===== src/hw/rtl/led64_pkg.sv =====
// constants, tables and round function of the led-64 inverse cipher
// depends on nothing; imported by led64_round and the top level
`timescale 1ns / 1ps

package led64_pkg;

    localparam int KEY_BITS        = 64;
    localparam int ROUNDS          = 32;
    localparam int ROUNDS_PER_STEP = 4;

    localparam logic [4:0] FIRST_ROUND = 5'd0;
    localparam logic [1:0] STEP_LAST   = 2'(ROUNDS_PER_STEP - 1);

    // key-size constants
    localparam logic [3:0] KS_HI = 4'((KEY_BITS / 16) % 16);
    localparam logic [3:0] KS_LO = 4'(KEY_BITS % 16);

    localparam logic [3:0] INV_SBOX [16] = '{
        4'h5, 4'hE, 4'hF, 4'h8, 4'hC, 4'h1, 4'h2, 4'hD,
        4'hB, 4'h4, 4'h6, 4'h3, 4'h0, 4'h7, 4'h9, 4'hA
    };

    localparam logic [5:0] ROUND_CONST [32] = '{
        6'h01, 6'h03, 6'h07, 6'h0F, 6'h1F, 6'h3E, 6'h3D, 6'h3B,
        6'h37, 6'h2F, 6'h1E, 6'h3C, 6'h39, 6'h33, 6'h27, 6'h0E,
        6'h1D, 6'h3A, 6'h35, 6'h2B, 6'h16, 6'h2C, 6'h18, 6'h30,
        6'h21, 6'h02, 6'h05, 6'h0B, 6'h17, 6'h2E, 6'h1C, 6'h38
    };

    localparam logic [3:0] INV_MDS [4][4] = '{
        '{4'hC, 4'hC, 4'hD, 4'h4},
        '{4'h3, 4'h8, 4'h4, 4'h5},
        '{4'h7, 4'h6, 4'h2, 4'hE},
        '{4'hD, 4'h9, 4'h9, 4'hD}
    };

    // multiply in gf(16), polynomial x^4+x+1
    function automatic logic [3:0] gf16_mul(input logic [3:0] a, input logic [3:0] b);
        logic [3:0] r;
        logic [3:0] x;
        r = 4'h0;
        x = a;
        for (int i = 0; i < 4; i++) begin
            if (b[i]) begin
                r = r ^ x;
            end
            x = {x[2:0], 1'b0} ^ (x[3] ? 4'h3 : 4'h0);
        end
        return r;
    endfunction

    // one inverse round: mixcolumns with shiftrows, s-box, constants
    function automatic logic [63:0] inv_round(input logic [63:0] s, input logic [4:0] rnd);
        logic [3:0] t [16];
        logic [3:0] acc;
        logic [5:0] rc;
        logic [63:0] o;
        for (int col = 0; col < 4; col++) begin
            for (int row = 0; row < 4; row++) begin
                acc = 4'h0;
                for (int k = 0; k < 4; k++) begin
                    acc = acc ^ gf16_mul(INV_MDS[row][k], s[4*(4*k+col) +: 4]);
                end
                t[row*4 + ((col + row) % 4)] = acc;
            end
        end
        for (int n = 0; n < 16; n++) begin
            o[4*n +: 4] = INV_SBOX[t[n]];
        end
        // constant index runs backwards from the last round
        rc = ROUND_CONST[~rnd];
        o[3:0]   = o[3:0]   ^ KS_HI;
        o[19:16] = o[19:16] ^ (4'h1 ^ KS_HI);
        o[35:32] = o[35:32] ^ (4'h2 ^ KS_LO);
        o[51:48] = o[51:48] ^ (4'h3 ^ KS_LO);
        o[7:4]   = o[7:4]   ^ {1'b0, rc[5:3]};
        o[39:36] = o[39:36] ^ {1'b0, rc[5:3]};
        o[23:20] = o[23:20] ^ {1'b0, rc[2:0]};
        o[55:52] = o[55:52] ^ {1'b0, rc[2:0]};
        return o;
    endfunction

endpackage


===== src/hw/rtl/led64_round.sv =====
// one pipeline stage: a single inverse round with its key whitening
// depends on led64_pkg
`timescale 1ns / 1ps

module led64_round
    import led64_pkg::*;
(
    input  logic        clk,
    input  logic        rst_n,
    input  logic        en,
    input  logic [4:0]  rnd,
    input  logic [63:0] key,
    input  logic        in_vld,
    input  logic [63:0] in_state,
    output logic        out_vld,
    output logic [63:0] out_state
);

    logic        vld_reg;
    logic [63:0] state_reg;
    logic [63:0] state_next;
    logic [63:0] pre;
    logic [63:0] post;

    // initial whitening ahead of round zero, key after every fourth round
    always_comb
    begin
        pre        = (rnd == FIRST_ROUND) ? (in_state ^ key) : in_state;
        post       = inv_round(pre, rnd);
        state_next = (rnd[1:0] == STEP_LAST) ? (post ^ key) : post;
    end

    // valid bit
    always_ff @(posedge clk or negedge rst_n)
    begin
        if (!rst_n)
        begin
            vld_reg <= 1'b0;
        end
        else if (en)
        begin
            vld_reg <= in_vld;
        end
    end

    // state register
    always_ff @(posedge clk)
    begin
        if (en)
        begin
            state_reg <= state_next;
        end
    end

    assign out_vld   = vld_reg;
    assign out_state = state_reg;

endmodule


===== config.mk =====
export PLATFORM = sky130hd
export DESIGN_NAME = led64_round
export DESIGN_NICKNAME = d
export VERILOG_FILES = /design/src/hw/rtl/led64_pkg.sv /design/src/hw/rtl/led64_round.sv
export SDC_FILE = /design/constraint.sdc
export NUM_CORES = 1
export LEC_CHECK = 0
export BUFFER_PORTS_ARGS = -buffer_cell sky130_fd_sc_hd__buf_2
export CORE_MARGIN = 2
export CORE_UTILIZATION = 50
export CTS_BUF_LIST = sky130_fd_sc_hd__clkbuf_8
export DETAILED_ROUTE_END_ITERATION = 6
export PLACE_DENSITY = 0.73
export SLEW_MARGIN = 20
export SYNTH_ARGS = -nofsm -noshare
export SYNTH_HDL_FRONTEND = slang
export SYNTH_SLANG_ARGS = --single-unit

===== constraint.sdc =====
create_clock -name clk -period 0.9 [get_ports clk]
set_clock_uncertainty 0.05 [all_clocks]
set_input_delay 0.045 -clock clk [delete_from_list [all_inputs] [get_ports clk]]
set_output_delay 0.045 -clock clk [all_outputs]
set_load 0.01 [all_outputs]

Word level (Yosys, flattened, before mapping). Memory sizes are Yosys's and may differ from the RTL's. Cells that the tools add are included. W data, S select, Z words.

Flip-flop bits (word level): 65. Bits in read-only memories: 1216. Input port bits: 137. Output and inout port bits: 65. Logic and storage cells: 598. Memories kept: 17.

Memories: (name not given) (words 32, bits a word 6, rd ports 1, clocked after Yosys merged registers in 0, wr ports 0, line led64_pkg.sv:71) `rc = ROUND_CONST[~rnd];`; (name not given) (words 16, bits a word 4, rd ports 1, clocked after Yosys merged registers in 0, wr ports 0, line led64_pkg.sv:68) `o[4*n +: 4] = INV_SBOX[t[n]];`; (name not given) (words 16, bits a word 4, rd ports 1, clocked after Yosys merged registers in 0, wr ports 0, line led64_pkg.sv:68); (name not given) (words 16, bits a word 4, rd ports 1, clocked after Yosys merged registers in 0, wr ports 0, line led64_pkg.sv:68); (name not given) (words 16, bits a word 4, rd ports 1, clocked after Yosys merged registers in 0, wr ports 0, line led64_pkg.sv:68); (name not given) (words 16, bits a word 4, rd ports 1, clocked after Yosys merged registers in 0, wr ports 0, line led64_pkg.sv:68); +11 memories.

Order comparisons: 17. Eq/ne operators: 1. Muxes and demuxes: 292. Bitwise operators: 268. Reductions and logical operators: 1.

Operator list (count): $mux W4 (160); $mux W3 (64); $xor A4 B4 Y4 (48); $not A2 Y2 (86); $mux W64 (2); $xor A64 B64 Y64 (2); $not A3 Y3 (36); $mux W2 (44); $ge A5 B5 Y1 const B (16); $not A4 Y5 (16); $not A1 Y1 (50); $not A4 Y4 (8); $mux W1 (20); $not A1 Y1 const A (16); $xor A4 B3 Y4 (4); $mux W6 (2); $ge A6 B6 Y1 const B (1); $not A5 Y6 (1); $logic_not A5 Y1 (1); $not A5 Y5 (1); $eq A2 B2 Y1 const B (1).

Depth between registers and ports, before layout.
Depth in word-level cells: 19. Gate-level depth with buffers: 18. Depth with buffers taken out: 14.

Least setup slack after synthesis. Ideal clock, no wire load.

Path kind: input-to-reg. Start point: input port rnd[1]. End point: register state_reg[26], in the netlist out_state[26], data pin. Setup time: 258 ps. Data arrival time: 3332 ps. Data required time: 592 ps. Slack: -2739 ps. Stages on the path: 16. Path buffers: 4. Cells stage by stage: inv_1 > ha_1 > or4b_1 > buf_2 > buf_6 > buf_6 > buf_2 > nor2_1 > xnor2_1 > xnor2_1 > xor2_1 > inv_1 > ha_1 > or2_2 > mux4_2 > xnor2_1.

Cells in the longest elaborated chain, start to end: 17. Elaborated cells between the ends (all ways): 36. Classes of those cells: eq/ne (1); mux (20); bitwise (13); reduce/logical (1); memory (1).

RTL lines: start: declaration (line led64_round.sv:11) `input logic [4:0] rnd,`; $logic_not A5 Y1 (line led64_round.sv:28) `pre = (rnd == FIRST_ROUND) ? (in_state ^ key) : in_state;`; $mux W64 (line led64_round.sv:28); $mux W2 (line led64_pkg.sv:44) `if (b[i]) begin`; $not A2 Y2 (no source line); $mux W3 (line led64_pkg.sv:44); $mux W4 (line led64_pkg.sv:44); $not A3 Y3 (no source line); $mux W4 (line led64_pkg.sv:44); $xor A4 B4 Y4 (3 in a row) (line led64_pkg.sv:62) `acc = acc ^ gf16_mul(INV_MDS[row][k], s[4*(4*k+col) +: 4]);`; $not A4 Y5 (not written as such) (line led64_pkg.sv:68); $mem_v2 Z16 W4; $mux W4 (not written as such) (2 in a row) (line led64_pkg.sv:68); $xor A64 B64 Y64 (line led64_round.sv:30) `state_next = (rnd[1:0] == STEP_LAST) ? (post ^ key) : post;`; $mux W64 * (line led64_round.sv:30); net state_next[26] (line led64_round.sv:21) `logic [63:0] state_next;`; end signal: assignment (line led64_round.sv:51) `state_reg <= state_next;`; end: declaration (line led64_round.sv:20) `logic [63:0] state_reg;`.

The timed path passes the listed nets; every way through them passes the cells marked *. The select of a mux whose other input is x is not followed. A chain may end at the register's enable or synchronous reset.

Worst setup path after layout.
Start point: input port rnd[1]. End point: register state_reg[40], in the netlist out_state[40], data pin.

Cells in the longest elaborated chain, start to end: 18. Elaborated cells between the ends (all ways): 38. Classes of those cells: eq/ne (1); mux (20); bitwise (15); reduce/logical (1); memory (1).

RTL lines (line): $logic_not A5 Y1 (led64_round.sv:28); $mux W64 (led64_round.sv:28); $mux W3 (led64_pkg.sv:44); $not A3 Y3 (no source line); $mux W4 (led64_pkg.sv:44); $not A4 Y4 (no source line); $mux W4 (led64_pkg.sv:44); $not A3 Y3 (no source line); $mux W4 (led64_pkg.sv:44); $xor A4 B4 Y4 (3 in a row) (led64_pkg.sv:62); $not A4 Y5 (not written as such) (led64_pkg.sv:68); $mem_v2 Z16 W4; $mux W4 (not written as such) (2 in a row) (led64_pkg.sv:68); $xor A64 B64 Y64 (led64_round.sv:30); $mux W64 * (led64_round.sv:30); net state_next[40] (led64_round.sv:21).

Marks and branches as above.

==> results.txt <==
Mapped Nets: 1410
highest metal used: met4
DP HPWL: 27.8 mm
first-pass GRT wire length: 58.5 mm
minimum clock period: 3.18 ns
number of H-tree levels: 3
Setup CP Type: input port to flop
GPL Wtd Cong: 0.951
Hold WC Path Type: input port to flop
post-route ant nets: 0
Worst IR Drop VDD: 1.27 mV
Clock transition at path regs: 0.09 ns
crit path cell chain: buf_6 > clkinvlp_4 > ha_4 > or4b_4 > buf_12 > buf_6 > nor2_4 > xnor2_4 > xnor2_2 > xor3_1 > buf_4 > inv_1 > ha_2 > nor2_1 > nand2_1 > o21ai_0 > o21ai_1 > xnor2_1
Placed Cells incl. Taps: 1987
cells after synthesis: 1184
DRT met1 WL: 15.3 mm
crit path from: rnd[1]
slowest library cell on the worst path: or4b_4
synth warn: 0
initial DRC count: 803
via count: 11300
Clock Path Buffers: 2
syn_area_per_cell: 9.36 um^2
smallest setup slack after layout: -2.28 ns
CTS tree: yes
Mapped Area: 11100 um^2
final hold slack: 0.0309 ns
Core Region: 21800 um^2
Slew @ Worst Pin: 0.657 ns
sequential share of the synthesized area: 17.6%
antenna violations before repair: 0
Final period util: 353%
max incr delay on CP: 0.51 ns
# rows: 54
antenna cells: 0
# IOs: 202
vias in the first global route: 11600
Arr. time, crit path: 3.24 ns
area leader, netlist: xnor2_1
Die Ht: 153 um
CP endpoint kind: flop
CP required: 0.97 ns
top-area cell type share of the netlist area: 23.2%
Starting Density: 50.8%
nets: 2007
top-count cell post-synth: xnor2_1
#FFs+latches synth: 65
Port Buffers: 201
DR WL/cell: 19.8 um
design area: 17900 um^2
total grt overflow: 0
Placement Setup Slack: -2.69 ns
CTS root buf: clkbuf_8
pwr dens: 2640 nW/um^2
DRC Markers: 0
max-slew violations: 0
FF/Latch Area: 1950 um^2
largest net degree at the start of global routing: 43
met2 routed WL: 20.6 mm
filler instances: 1175
number of flops mapped to enable cells by yosys: 64
top_reg_cell synth: edfxtp_1
clock sink total: 65
hold_sp: en
startpoint types: input port
top cells by count, synth: 294 x xnor2_1, 142 x xor2_1, 137 x nand2_1
Via density: 5.45
clk_lat worst skew: 0.38 ns
final hold violation count: 0
area of the multi-input gates: 10600 um^2
relative slew slack: 55.9%
status: finished with violations
asr flop ratio synth: 1.54%
met3 wire length: 2.88 mm
max-cap viol count: 0
cell mode on critical path: buf_6
total track usage: 31.4%
Total Routed Length: 40.9 mm
setup TNS: -138.33 ns
proportion of layout cells with a drive suffix above 1: 53.1%
CTS Buf Count: 9
die area: 23400 um^2
Area after DPL: 15500 um^2
Syn-to-layout area delta: 61.3%
setup violators final: 129
Die W: 153 um
Pre-antenna DRT Iters: 7
RSZ-0062 raised after global routing: yes
violated checks: negative setup slack
Fmax: 0.315 GHz
Leak: 7.81 nW
Layout Cells excl Fill: 2066
crit path max fanout: 16
Distinct cells, synth: 56
RR Startpoint: out_vld$_DFFE_PN0P_
Synth area leaders: xnor2_1 23%, edfxtp_1 17%, xor2_1 11%
[cells by family after synthesis]
group                    share of synthesized area [%]
flip-flops                                        17.6
XOR/XNOR                                          43.9
buffers and inverters                             4.20
AO/OA/AOI/OAI                                     7.30
AND/OR/NAND/NOR                                   9.35
adder cells (fa/ha/maj)                           10.0
multiplexers                                      7.66
[critical path, delay by kind of cell]
family	cells	cell delay, ns
AND/OR/NAND/NOR	4	0.76
AO/OA/AOI/OAI	2	0.37
buffers and inverters	6	0.78
adder cells (fa/ha/maj)	2	0.32
XOR/XNOR	4	0.97
[per-layer routing]
metal,vias to the layer above,track usage [%]
met5,-,0
met1,5417,37.2
li1,5086,-
met3,164,4.22
met4,0,14.4
met2,588,56.6
[final timing paths]
kind                                                 to  slack [ns]  depth (start not counted)
worst max-delay path            out_state[40]$_DFFE_PP_       -2.28                         18
worst min-delay path             out_state[2]$_DFFE_PP_        0.03                          2
worst max register to register      out_vld$_DFFE_PN0P_        0.11                          1
worst min register to register      out_vld$_DFFE_PN0P_        0.46                          1
max in group asynchronous           out_vld$_DFFE_PN0P_        0.28                          3
min in group asynchronous           out_vld$_DFFE_PN0P_        0.43                          3
[what timing repair did]
item / CTS / global route
hold buffers: 3 / 0
setup endpoints to repair: 129 / 129
resized for setup: 178 / 120
endpoints found under the hold margin: 2 / 0
gates cloned: 2 / 1
pin swaps: 91 / 63
setup buffers: 42 / 22
[state kept, by name, summed over array words and instances, names as in the netlist]
name,count
out_state,64
out_vld,1
[cell usage in the layout (no fill, tap or decap), drive strengths merged, types with 3 or more instances in the layout]
master and instances:
xor3 4, nand3 3, or2 3, ha 89
mux2i 32, mux2 5, nor3 4, o211ai 11
xor2 144, clkinvlp 4, xnor2 315, nor2 89
o21ai 42, a221oi 5, nand2b 4, xnor3 25
clkinv 3, inv 69, edfxtp 64, clkbuf 10
a211oi 11, mux4 21, buf 619, a21oi 36
o221ai 5, dlygate4sd3 3, o31a 3, nand2 137
nor2b 3, o311ai 3
[final cells by class]
| type | instances | share of cell area [%] |
|---|---|---|
| Clock buffer | 9 | 0.693 |
| Clock inverter | 7 | 0.399 |
| Inverter | 70 | 1.53 |
| Multi-Input combinational cell | 1012 | 59.2 |
| Sequential cell | 65 | 10.9 |
| Tap cell | 280 | 1.96 |
| Timing Repair Buffer | 623 | 25.4 |
[report_power, final]
part | switching (mW) | total, mW | internal (mW)
Combinational | 18.7 | 38.0 | 19.3
Sequential | 0.621 | 6.50 | 5.88
Clock | 1.48 | 2.76 | 1.27
[metrics by stage]
step | util (%) | total power [mW]
floorplan | - | 25.7
finish | 81.9 | 47.2
global route | 81.9 | 49.6
CTS | 78.2 | 42.7
detailed placement | 71.2 | 36.4
global placement | 71.2 | 35.2
No activity file was read; power rests on OpenSTA's default activity.
